<file path="config.mk">
export PLATFORM = sky130hd
export DESIGN_NAME = kmer_code_scanner_unit
export DESIGN_NICKNAME = d
export VERILOG_FILES = /design/src/sv/kcs_pkg.sv /design/src/sv/kcs_kmer_core.sv /design/src/sv/kcs_result_fifo.sv /design/src/sv/kmer_code_scanner_unit.sv
export SDC_FILE = /design/constraint.sdc
export NUM_CORES = 2
export LEC_CHECK = 0
export BUFFER_PORTS_ARGS = -buffer_cell sky130_fd_sc_hd__clkbuf_2
export CAP_MARGIN = 30
export CORE_MARGIN = 1
export CORE_UTILIZATION = 53
export DETAILED_ROUTE_END_ITERATION = 10
export PLACE_DENSITY = 0.73
export SLEW_MARGIN = 20
export SYNTH_ARGS = -nofsm -noshare
export SYNTH_HDL_FRONTEND = slang
export SYNTH_SLANG_ARGS = --single-unit
</file>
<file path="constraint.sdc">
create_clock -name clk -period 11.55 [get_ports clk]
set_input_delay 1.155 -clock clk [delete_from_list [all_inputs] [get_ports clk]]
set_output_delay 1.155 -clock clk [all_outputs]
set_load 0.01 [all_outputs]
</file>
<file path="src/sv/kcs_pkg.sv">
`default_nettype none

package kcs_pkg;

  localparam int unsigned CODE_W = 64;
  localparam int unsigned SEQ_W  = 20;
  localparam int unsigned POS_W  = 24;
  localparam int unsigned LEN_W  = 25;
  localparam int unsigned K_W    = 6;
  localparam int unsigned NSEQ_W = 21;
  localparam int unsigned CFG_W  = 25;
  localparam int unsigned IDX_W  = 2;

  localparam logic [32:0]    MAX_SEGMENT_LEN = 33'd16777216;
  localparam logic [K_W-1:0] MAX_KMER        = 6'd32;

  localparam logic [IDX_W-1:0] CFG_KMER_SIZE = 2'd0;
  localparam logic [IDX_W-1:0] CFG_MIN_MATCH = 2'd1;
  localparam logic [IDX_W-1:0] CFG_NUM_SEQS  = 2'd2;

  localparam logic [K_W-1:0]    RST_KMER_SIZE = 6'd32;
  localparam logic [LEN_W-1:0]  RST_MIN_MATCH = 25'd32;
  localparam logic [NSEQ_W-1:0] RST_NUM_SEQS  = 21'd1;

  localparam int unsigned FIFO_DEPTH = 4;
  localparam int unsigned FIFO_AW    = 2;
  localparam int unsigned FIFO_CW    = 3;

  typedef struct packed {
    logic [K_W-1:0]    kmer_size;
    logic [LEN_W-1:0]  min_match;
    logic [NSEQ_W-1:0] num_seqs;
  } cfg_t;

  typedef struct packed {
    logic [CODE_W-1:0] code;
    logic [SEQ_W-1:0]  result_seq;
    logic [POS_W-1:0]  rel_pos;
    logic              is_reverse;
    logic              last;
  } res_t;

  typedef struct packed {
    logic push0;
    logic push1;
    res_t w0;
    res_t w1;
  } push_t;

endpackage

`default_nettype wire

</file>
<file path="src/sv/kcs_kmer_core.sv">
`default_nettype none

module kcs_kmer_core (
  input  wire logic                       clk,
  input  wire logic                       rst_n,
  input  wire logic                       acc,
  input  wire kcs_pkg::cfg_t              cfg,
  input  wire logic [1:0]                 base,
  input  wire logic                       segment_start,
  input  wire logic [kcs_pkg::LEN_W-1:0]  segment_length,
  input  wire logic [kcs_pkg::SEQ_W-1:0]  seq_number,
  output kcs_pkg::push_t                  push
);

  logic [kcs_pkg::CODE_W-1:0] fwd_r, fwd_nxt, rev_r, rev_nxt;
  logic [kcs_pkg::LEN_W-1:0]  seen_r, seen_nxt;

  logic [kcs_pkg::K_W-1:0]    k_eff;
  logic [6:0]                 two_k;
  logic [kcs_pkg::CODE_W-1:0] mask, ins, fwd_base, rev_base;
  logic [kcs_pkg::LEN_W-1:0]  idx;
  logic [1:0]                 nb;
  logic [25:0]                i1, k26, len26, mm26, p, lastp, limit, q;
  logic                       ok, fwd_go, rev_go;
  logic [kcs_pkg::NSEQ_W-1:0] rseq;
  kcs_pkg::res_t              fwd_w, rev_w;

  always_comb begin
    priority if (cfg.kmer_size == '0) begin
      k_eff = 6'd1;
    end else if (cfg.kmer_size > kcs_pkg::MAX_KMER) begin
      k_eff = kcs_pkg::MAX_KMER;
    end else begin
      k_eff = cfg.kmer_size;
    end
  end

  assign two_k = {k_eff, 1'b0};
  assign nb    = base ^ 2'b11;

  always_comb begin
    for (int j = 0; j < kcs_pkg::CODE_W; j++) begin
      mask[j] = (7'(j) < two_k);
      if (7'(j) == two_k - 7'd2) begin
        ins[j] = nb[0];
      end else if (7'(j) == two_k - 7'd1) begin
        ins[j] = nb[1];
      end else begin
        ins[j] = 1'b0;
      end
    end
  end

  assign fwd_base = segment_start ? '0 : fwd_r;
  assign rev_base = segment_start ? '0 : rev_r;
  assign idx      = segment_start ? '0 : seen_r;

  assign fwd_nxt  = ({fwd_base[kcs_pkg::CODE_W-3:0], base}) & mask;
  assign rev_nxt  = ({2'b00, rev_base[kcs_pkg::CODE_W-1:2]} | ins) & mask;
  assign seen_nxt = (idx != '1) ? idx + 25'd1 : idx;

  assign i1    = {1'b0, idx} + 26'd1;
  assign k26   = {20'd0, k_eff};
  assign len26 = {1'b0, segment_length};
  assign mm26  = {1'b0, cfg.min_match};

  assign ok = ({8'd0, segment_length} <= kcs_pkg::MAX_SEGMENT_LEN) &&
              (len26 >= mm26) && (len26 >= k26) &&
              ({1'b0, idx} < len26) && (i1 >= k26);

  assign p      = i1 - k26;
  assign lastp  = len26 - k26;
  assign limit  = len26 - mm26;
  assign q      = lastp - p;
  assign fwd_go = acc && ok && (p <= lastp) && (p <= limit);
  assign rev_go = acc && ok && (p <= lastp) && (q <= limit);

  assign rseq = cfg.num_seqs - 21'd1 - {1'b0, seq_number};

  always_comb begin
    fwd_w.code       = fwd_nxt;
    fwd_w.result_seq = seq_number;
    fwd_w.rel_pos    = p[kcs_pkg::POS_W-1:0];
    fwd_w.is_reverse = 1'b0;
    fwd_w.last       = !rev_go;
    rev_w.code       = rev_nxt;
    rev_w.result_seq = rseq[kcs_pkg::SEQ_W-1:0];
    rev_w.rel_pos    = q[kcs_pkg::POS_W-1:0];
    rev_w.is_reverse = 1'b1;
    rev_w.last       = 1'b1;
    push.push0       = fwd_go || rev_go;
    push.push1       = fwd_go && rev_go;
    push.w0          = fwd_go ? fwd_w : rev_w;
    push.w1          = rev_w;
  end

  always_ff @(posedge clk) begin
    if (!rst_n) begin
      fwd_r  <= '0;
      rev_r  <= '0;
      seen_r <= '0;
    end else if (acc) begin
      fwd_r  <= fwd_nxt;
      rev_r  <= rev_nxt;
      seen_r <= seen_nxt;
    end
  end

endmodule

`default_nettype wire

</file>
<file path="src/sv/kcs_result_fifo.sv">
`default_nettype none

module kcs_result_fifo (
  input  wire logic           clk,
  input  wire logic           rst_n,
  input  wire kcs_pkg::push_t push,
  output logic                room,
  output logic                out_valid,
  input  wire logic           out_ready,
  output kcs_pkg::res_t       out_word
);

  kcs_pkg::res_t                mem [kcs_pkg::FIFO_DEPTH];
  logic [kcs_pkg::FIFO_AW-1:0]  wr_r, wr_nxt, rd_r, rd_nxt;
  logic [kcs_pkg::FIFO_CW-1:0]  cnt_r, cnt_nxt, n_push;
  logic                         pop;

  assign room      = cnt_r <= kcs_pkg::FIFO_CW'(kcs_pkg::FIFO_DEPTH - 2);
  assign out_valid = cnt_r != '0;
  assign out_word  = mem[rd_r];
  assign pop       = out_valid && out_ready;

  assign n_push  = {1'b0, push.push1, push.push0 && !push.push1};
  assign wr_nxt  = wr_r + n_push[kcs_pkg::FIFO_AW-1:0];
  assign rd_nxt  = rd_r + kcs_pkg::FIFO_AW'(pop);
  assign cnt_nxt = cnt_r + n_push - kcs_pkg::FIFO_CW'(pop);

  always_ff @(posedge clk) begin
    if (push.push0) begin
      mem[wr_r] <= push.w0;
    end
    if (push.push1) begin
      mem[wr_r + kcs_pkg::FIFO_AW'(1)] <= push.w1;
    end
  end

  always_ff @(posedge clk) begin
    if (!rst_n) begin
      wr_r  <= '0;
      rd_r  <= '0;
      cnt_r <= '0;
    end else begin
      wr_r  <= wr_nxt;
      rd_r  <= rd_nxt;
      cnt_r <= cnt_nxt;
    end
  end

endmodule

`default_nettype wire

</file>
<file path="src/sv/kmer_code_scanner_unit.sv">
// Channel | Direction | Handshake           | Word
// cfg     | in        | cfg_we              | cfg_index, cfg_wdata
// in      | in        | in_valid / in_ready | base, segment start, length, seq number
// out     | out       | out_valid/out_ready | code, seq, rel_pos, is_reverse, last
//
// One base word per cycle while in_ready; each gives zero, one or two result words.
// A result word is in the queue the cycle after its base is taken.
// Output drains one word per cycle while out_ready is high; reset is synchronous.
// in_ready drops while fewer than two queue slots are free.
// Reset clears codes, counter, queue and loads config defaults; no clearing pass.
`default_nettype none

module kmer_code_scanner_unit (
  input  wire logic                        clk,
  input  wire logic                        rst_n,
  input  wire logic                        cfg_we,
  input  wire logic [kcs_pkg::IDX_W-1:0]   cfg_index,
  input  wire logic [kcs_pkg::CFG_W-1:0]   cfg_wdata,
  input  wire logic                        in_valid,
  output logic                             in_ready,
  input  wire logic [1:0]                  in_base,
  input  wire logic                        in_segment_start,
  input  wire logic [kcs_pkg::LEN_W-1:0]   in_segment_length,
  input  wire logic [kcs_pkg::SEQ_W-1:0]   in_seq_number,
  output logic                             out_valid,
  input  wire logic                        out_ready,
  output logic [kcs_pkg::CODE_W-1:0]       out_code,
  output logic [kcs_pkg::SEQ_W-1:0]        out_result_seq,
  output logic [kcs_pkg::POS_W-1:0]        out_rel_pos,
  output logic                             out_is_reverse,
  output logic                             out_last
);

  kcs_pkg::cfg_t  cfg_r;
  kcs_pkg::push_t push;
  kcs_pkg::res_t  word;
  logic           room, acc;

  assign in_ready = room;
  assign acc      = in_valid && room;

  always_ff @(posedge clk) begin
    if (!rst_n) begin
      cfg_r.kmer_size <= kcs_pkg::RST_KMER_SIZE;
      cfg_r.min_match <= kcs_pkg::RST_MIN_MATCH;
      cfg_r.num_seqs  <= kcs_pkg::RST_NUM_SEQS;
    end else if (cfg_we) begin
      if (cfg_index == kcs_pkg::CFG_KMER_SIZE) begin
        cfg_r.kmer_size <= cfg_wdata[kcs_pkg::K_W-1:0];
      end
      if (cfg_index == kcs_pkg::CFG_MIN_MATCH) begin
        cfg_r.min_match <= cfg_wdata[kcs_pkg::LEN_W-1:0];
      end
      if (cfg_index == kcs_pkg::CFG_NUM_SEQS) begin
        cfg_r.num_seqs <= cfg_wdata[kcs_pkg::NSEQ_W-1:0];
      end
    end
  end

  kcs_kmer_core u_core (
    .clk            (clk),
    .rst_n          (rst_n),
    .acc            (acc),
    .cfg            (cfg_r),
    .base           (in_base),
    .segment_start  (in_segment_start),
    .segment_length (in_segment_length),
    .seq_number     (in_seq_number),
    .push           (push)
  );

  kcs_result_fifo u_fifo (
    .clk       (clk),
    .rst_n     (rst_n),
    .push      (push),
    .room      (room),
    .out_valid (out_valid),
    .out_ready (out_ready),
    .out_word  (word)
  );

  assign out_code       = word.code;
  assign out_result_seq = word.result_seq;
  assign out_rel_pos    = word.rel_pos;
  assign out_is_reverse = word.is_reverse;
  assign out_last       = word.last;

endmodule

`default_nettype wire

</file>
== Word level (Yosys, flattened, before mapping) ==
Memory sizes are Yosys's and may differ from the RTL's. A register that Yosys moved wholly into a read port is not among the register bits.
Cells that the tools add are included.
Storage, ports and cells
  register bits: 209
  memory bits (writable): 440
  bits of input ports: 80
  output and inout port bits: 112
  word-level logic and storage cells: 395
  memories: 1
Memories
  u_fifo.mem: words 4, width 110, read ports 1, clocked after Yosys merged registers in 1, write ports 2, line kcs_result_fifo.sv:13  | kcs_pkg::res_t mem [kcs_pkg::FIFO_DEPTH];
Operators by class
  add/subtract/negate cells: 15
  $lt $le $gt $ge: 74
  equality and inequality tests: 129
  muxes and demuxes: 140
  bitwise logic cells: 4
  reduce and logical (&&, ||, !) cells: 23
Operators with widths (count)
  == test 6 x 7 -> 1 bit (first input constant): 64
  == test 5 x 7 -> 1 bit (first input constant): 32
  < comparator 6 x 7 -> 1 bit (first input constant): 32
  two-way mux 1 bit: 132
  bitwise AND 64 bit: 2
  == test 4 x 7 -> 1 bit (first input constant): 16
  < comparator 5 x 7 -> 1 bit (first input constant): 16
  two-way mux 110 bit: 1
  less-or-equal comparator 26 bit: 3
  two-way mux 64 bit: 1
  bitwise OR 62 x 64 -> 64 bit: 1
  two-way mux 62 bit: 1
  == test 3 x 7 -> 1 bit (first input constant): 8
  < comparator 4 x 7 -> 1 bit (first input constant): 8
  two-way mux 25 bit: 2
  == test 2 x 7 -> 1 bit (first input constant): 4
  < comparator 3 x 7 -> 1 bit (first input constant): 4
  adder 25 x 1 -> 26 bit (second input constant): 1
  >= comparator 26 x 6 -> 1 bit: 1
  subtractor 25 x 25 -> 26 bit: 1
  subtractor 25 x 6 -> 26 bit: 1
  subtractor 26 bit: 1
  subtractor 26 x 6 -> 26 bit: 1
  adder 25 x 1 -> 25 bit (second input constant): 1
  other kinds (32): 51

== Depth between registers and ports, before layout ==
  depth in word-level cells: 15
  gate-level depth with buffers: 44
  depth with buffers taken out: 42

== Cells and area by module ==
Synthesis repeated with hierarchy kept, for this count alone.
Unflattened totals
  cells, all modules: 3424
  area total of the unflattened synthesis: 40288.6 µm²
By module, submodules not included
  kcs_result_fifo: times used 1, cells each 1110, area an instance 21553.2 µm², sequential area each 13352.8 µm²
  kcs_kmer_core: times used 1, cells each 2111, area an instance 16718.5 µm², sequential area each 2982.9 µm²
  kmer_code_scanner_unit: times used 1, cells each 203, area an instance 2016.9 µm², sequential area each 1041.0 µm²

== Worst setup path before layout ==
Ideal clock, no wire load.
  path kind: input to register
  from: input port in_segment_start
  to: memory u_fifo.mem[0][100] in the netlist's numbering, enable pin
  library setup time: 0.472 ns
  data arrival time: 11.061 ns
  data required time: 11.078 ns
  slack: 0.017 ns
  stages: 40
  buffers on the path: 5
  path through: clkbuf_1 clkbuf_1 clkbuf_1 buf_1 nor2b_1 ha_1 xor2_1 ha_1 nor2b_1 o31ai_1 nand4_1 nor4_1 and2_1 nand3_1 xnor2_1 ha_1 nand2_1 nor2_1 [... 4 more ...] a2111oi_0 nor2_1 xnor2_1 inv_1 ha_1 a21oi_1 nor2b_1 o21ai_0 nand2b_1 a21oi_1 nor2b_1 o21ai_0 a32o_1 nand2_1 ha_1 or3_1 clkbuf_1 nand2_1
RTL lines
  start, declared: line kmer_code_scanner_unit.sv:22  | input wire logic in_segment_start,
  end, declared: line kcs_result_fifo.sv:13

==> flow_metrics.env <==
export IMPL_status="completed"
export IMPL_cts_tree="yes"
export IMPL_clkSinkCount=647
export IMPL_clkLatencyLatePin_ps=620
export IMPL_first_global_vias=29009
export IMPL_avgSynthCellArea_um2=10.6
export IMPL_cts_buffers=71
export IMPL_synth_compound_area_share_pct=18.6
export IMPL_yosys_area_share_adder_pct=5.50
export IMPL_fillers=5918
export IMPL_skew_ps=28.5
export IMPL_synth_flop_cell="edfxtp_1"
export IMPL_synthesis_nets=3882
export IMPL_setup_violations=0
export IMPL_first_iter_violations=3806
export IMPL_antenna_found_initial=4
export IMPL_yosys_warnings=0
export IMPL_seqCellArea_um2=17300
export IMPL_worstSetupPathType="input port to flop"
export IMPL_synth_cells=3639
export IMPL_die_x_um=271
export IMPL_cp_start_kind="input port"
export IMPL_place_gp_congestion=0.968
export IMPL_power_density_nw_per_um2=183
export IMPL_h_tree_depth=3
export IMPL_start_util_pct=53.7
export IMPL_dp_cells=4600
export IMPL_synth_area_mux_share_pct=9.71
export IMPL_rsz0062_at_grt="false"
export IMPL_yosysSeqAreaShare_pct=44.9
export IMPL_cts_max_path_buffers=3
export IMPL_yosys_area_share_simple_pct=13.4
export IMPL_drt_wirelength_per_cell_um=24.8
export IMPL_max_freq_mhz=94.7
export IMPL_finalCritPeriodShare_pct=91.4
export IMPL_ant_nets=0
export IMPL_multi_input_area_um2=19700
export IMPL_critPathMaxFanout=37
export IMPL_finalSetupTns_ps=0
export IMPL_track_usage_pct=31.2
export IMPL_peakVddDrop_v=0.000211
export IMPL_cp_slowest_cell="a2111oi_0"
export IMPL_via_count=30713
export IMPL_cts_setup_buffers=0
export IMPL_io_buffers=191
export IMPL_hold_path_class="flop to flop"
export IMPL_worst_pin_slew_ps=996
export IMPL_cp_arrival_ps=10880
export IMPL_max_stage_delay_ps=760
export IMPL_finalNonFillerCells=4733
export IMPL_slew_headroom_pct=33.6
export IMPL_areaGrowthSynthToFinish_pct=11.6
export IMPL_drt_pass1_iterations=10
export IMPL_vias_per_cell=6.49
export IMPL_root_buffer="clkbuf_16"
export IMPL_p_total_uw=7840
export IMPL_synthArstFlopShare_pct=0
export IMPL_synth_xor_area_share_pct=3.65
export IMPL_ys_ff_latch=647
export IMPL_dp_hpwl_um=79000
export IMPL_slew_violations=0
export IMPL_cp_end_kind="flop"
export IMPL_clk_pin_slew_ps=60
export IMPL_synth_distinct_cells=100
export IMPL_fin_hold_ws_ps=466
export IMPL_fp_dieH_um=271
export IMPL_finalWirelength_um=117000
export IMPL_leakagePower_uw=0.0150
export IMPL_netlist_area_um2=38500
export IMPL_drv_cap=0
export IMPL_cpLargestDelayFamily="compound AO/OA/AOI/OAI gates"
export IMPL_critical_path_buf_inv_count=4
export IMPL_drive_gt1_share_pct=17.2
export IMPL_drc=0
export IMPL_synth_edff_count=432
export IMPL_finalWorstSetupSlack_ps=989
export IMPL_pre_cts_slack_ps=663
export IMPL_core_area_um2=71600
export IMPL_synth_top_family_by_area="compound AO/OA/AOI/OAI gates"
export IMPL_ctsResizeCount=0
export IMPL_grt_max_degree=115
export IMPL_finalHoldViolations=0
export IMPL_rows=98
export IMPL_hold_buffers=0
export IMPL_crit_top_cell="ha_1"
export IMPL_fin_nets=3968
export IMPL_dieArea_um2=73600
export IMPL_grt_pass1_wl_um=177000
export IMPL_grt_ovfl_total=0
export IMPL_crit_required_ps=11870
export IMPL_rrSetupSlack_ps=1040
export IMPL_min_period_ps=10560
export IMPL_io_pins=192
## metrics by stage
step	utilization, %	cell area [um^2]
2_1_floorplan	-	38500
3_3_place_gp	56.3	40300
3_5_place_dp	56.4	40400
4_1_cts	59.9	42900
5_1_grt	59.9	42900
6_report	59.9	42900
## layout by cell type, fill, tap and decap left out, types with 19 or more instances in the layout
cell type  instances
xor2_1            50
a21o_1            44
nor4_1            27
nor2b_1           48
nor3_1            31
ha_1             157
dfxtp_1          213
a21oi_1          114
nand3_1           53
nor2_1           124
buf_4             40
nand2_1          445
xnor2_1           92
buf_12            19
inv_1            158
mux2i_1           31
edfxtp_1         432
nand2b_1          21
and2_1           151
o22ai_1          283
or2_2             20
o2bb2ai_1         47
nand4_1           33
clkbuf_16         74
o22ai_2           57
o21ai_0          179
a21boi_0          51
mux2_4            57
a22o_1            75
mux4_2           110
o21a_1            20
clkbuf_2         190
## worst paths after layout
| kind | from | endpoint | depth (start not counted) |
|---|---|---|---|
| worst min-delay path | cfg_r[11]$_SDFFE_PN0P_ | cfg_r[11]$_SDFFE_PN0P_ | 2 |
| worst min register to register | cfg_r[11]$_SDFFE_PN0P_ | cfg_r[11]$_SDFFE_PN0P_ | 2 |
| worst max-delay path | in_segment_start | u_fifo.mem[2][21]$_DFFE_PP_ | 36 |
| worst max register to register | cfg_r[48]$_SDFFE_PN0P_ | u_fifo.mem[2][21]$_DFFE_PP_ | 34 |
## flip-flops by register name, summed over array words and instances (netlist names)
name / count
u_fifo.wr_r: 2
u_core.rev_r: 62
u_fifo.mem: 440
u_fifo.cnt_r: 3
u_core.seen_r: 25
cfg_r: 51
u_core.fwd_r: 62
u_fifo.rd_r: 2
## where the power goes
part           internal [uW]  switching (uW)
clock network           1480             956
logic                   1060            1730
registers               2560            57.4
## routing by layer
metal	GRT usage, %	part of all wire, %	vias to the layer above
met5	0	0.025	-
met4	10.6	3.3	4
met3	6.28	11	245
met2	47.7	45	1700
met1	44.2	41	14885
li1	-	-	13879
## cell type report
class,instances,share of cell area (%)
Antenna cell,1,0.00583
Clock buffer,87,4.50
Clock inverter,43,1.31
Inverter,161,1.42
Multi-Input combinational cell,2593,45.8
Sequential cell,647,40.3
Tap cell,950,2.77
Timing Repair Buffer,251,3.86
## cell usage after synthesis, types with 21 or more instances
| library cell | count | area share (%) |
|---|---|---|
| a21oi_1 | 117 | 1.5 |
| xnor2_1 | 92 | 2.1 |
| edfxtp_1 | 432 | 34 |
| a22o_1 | 75 | 1.7 |
| o22ai_1 | 283 | 4.6 |
| nand2_1 | 453 | 4.4 |
| clkbuf_1 | 157 | 1.5 |
| nand2b_1 | 21 | 0.34 |
| o2bb2ai_1 | 47 | 1.1 |
| dfxtp_1 | 215 | 11 |
| nor2b_1 | 48 | 0.78 |
| o21ai_0 | 179 | 2.3 |
| buf_2 | 38 | 0.49 |
| nand4_1 | 33 | 0.54 |
| and2_1 | 151 | 2.5 |
| nor3_1 | 31 | 0.40 |
| inv_1 | 158 | 1.5 |
| buf_1 | 29 | 0.28 |
| xor2_1 | 50 | 1.1 |
| a21boi_0 | 51 | 1.0 |
| ha_1 | 157 | 5.1 |
| nand3_1 | 54 | 0.70 |
| mux4_2 | 110 | 6.4 |
| mux2i_1 | 31 | 0.81 |
| a21o_1 | 44 | 0.86 |
| mux2_4 | 57 | 2.2 |
| nor4_1 | 27 | 0.44 |
| nor2_1 | 124 | 1.2 |
| o22ai_2 | 57 | 1.9 |
## worst register-to-register path: cells and delay by family, from the launching register on
kind            cells  cell delay, ps
flops               1             670
simple gates       13            3070
buf+inv             4            1010
fa+ha+maj           4            1470
compound gates     11            3030
xor+xnor            2             980
## logic make-up after synthesis
group                      Yosys count
DFF                                647
AOI/OAI and AO/OA                 1022
buffers and inverters              399
muxes                              206
and+or+nand+nor                   1049
xor gates and xnor gates           150
adders and majority gates          166
Note: power is estimated with default switching activity, not from simulation.
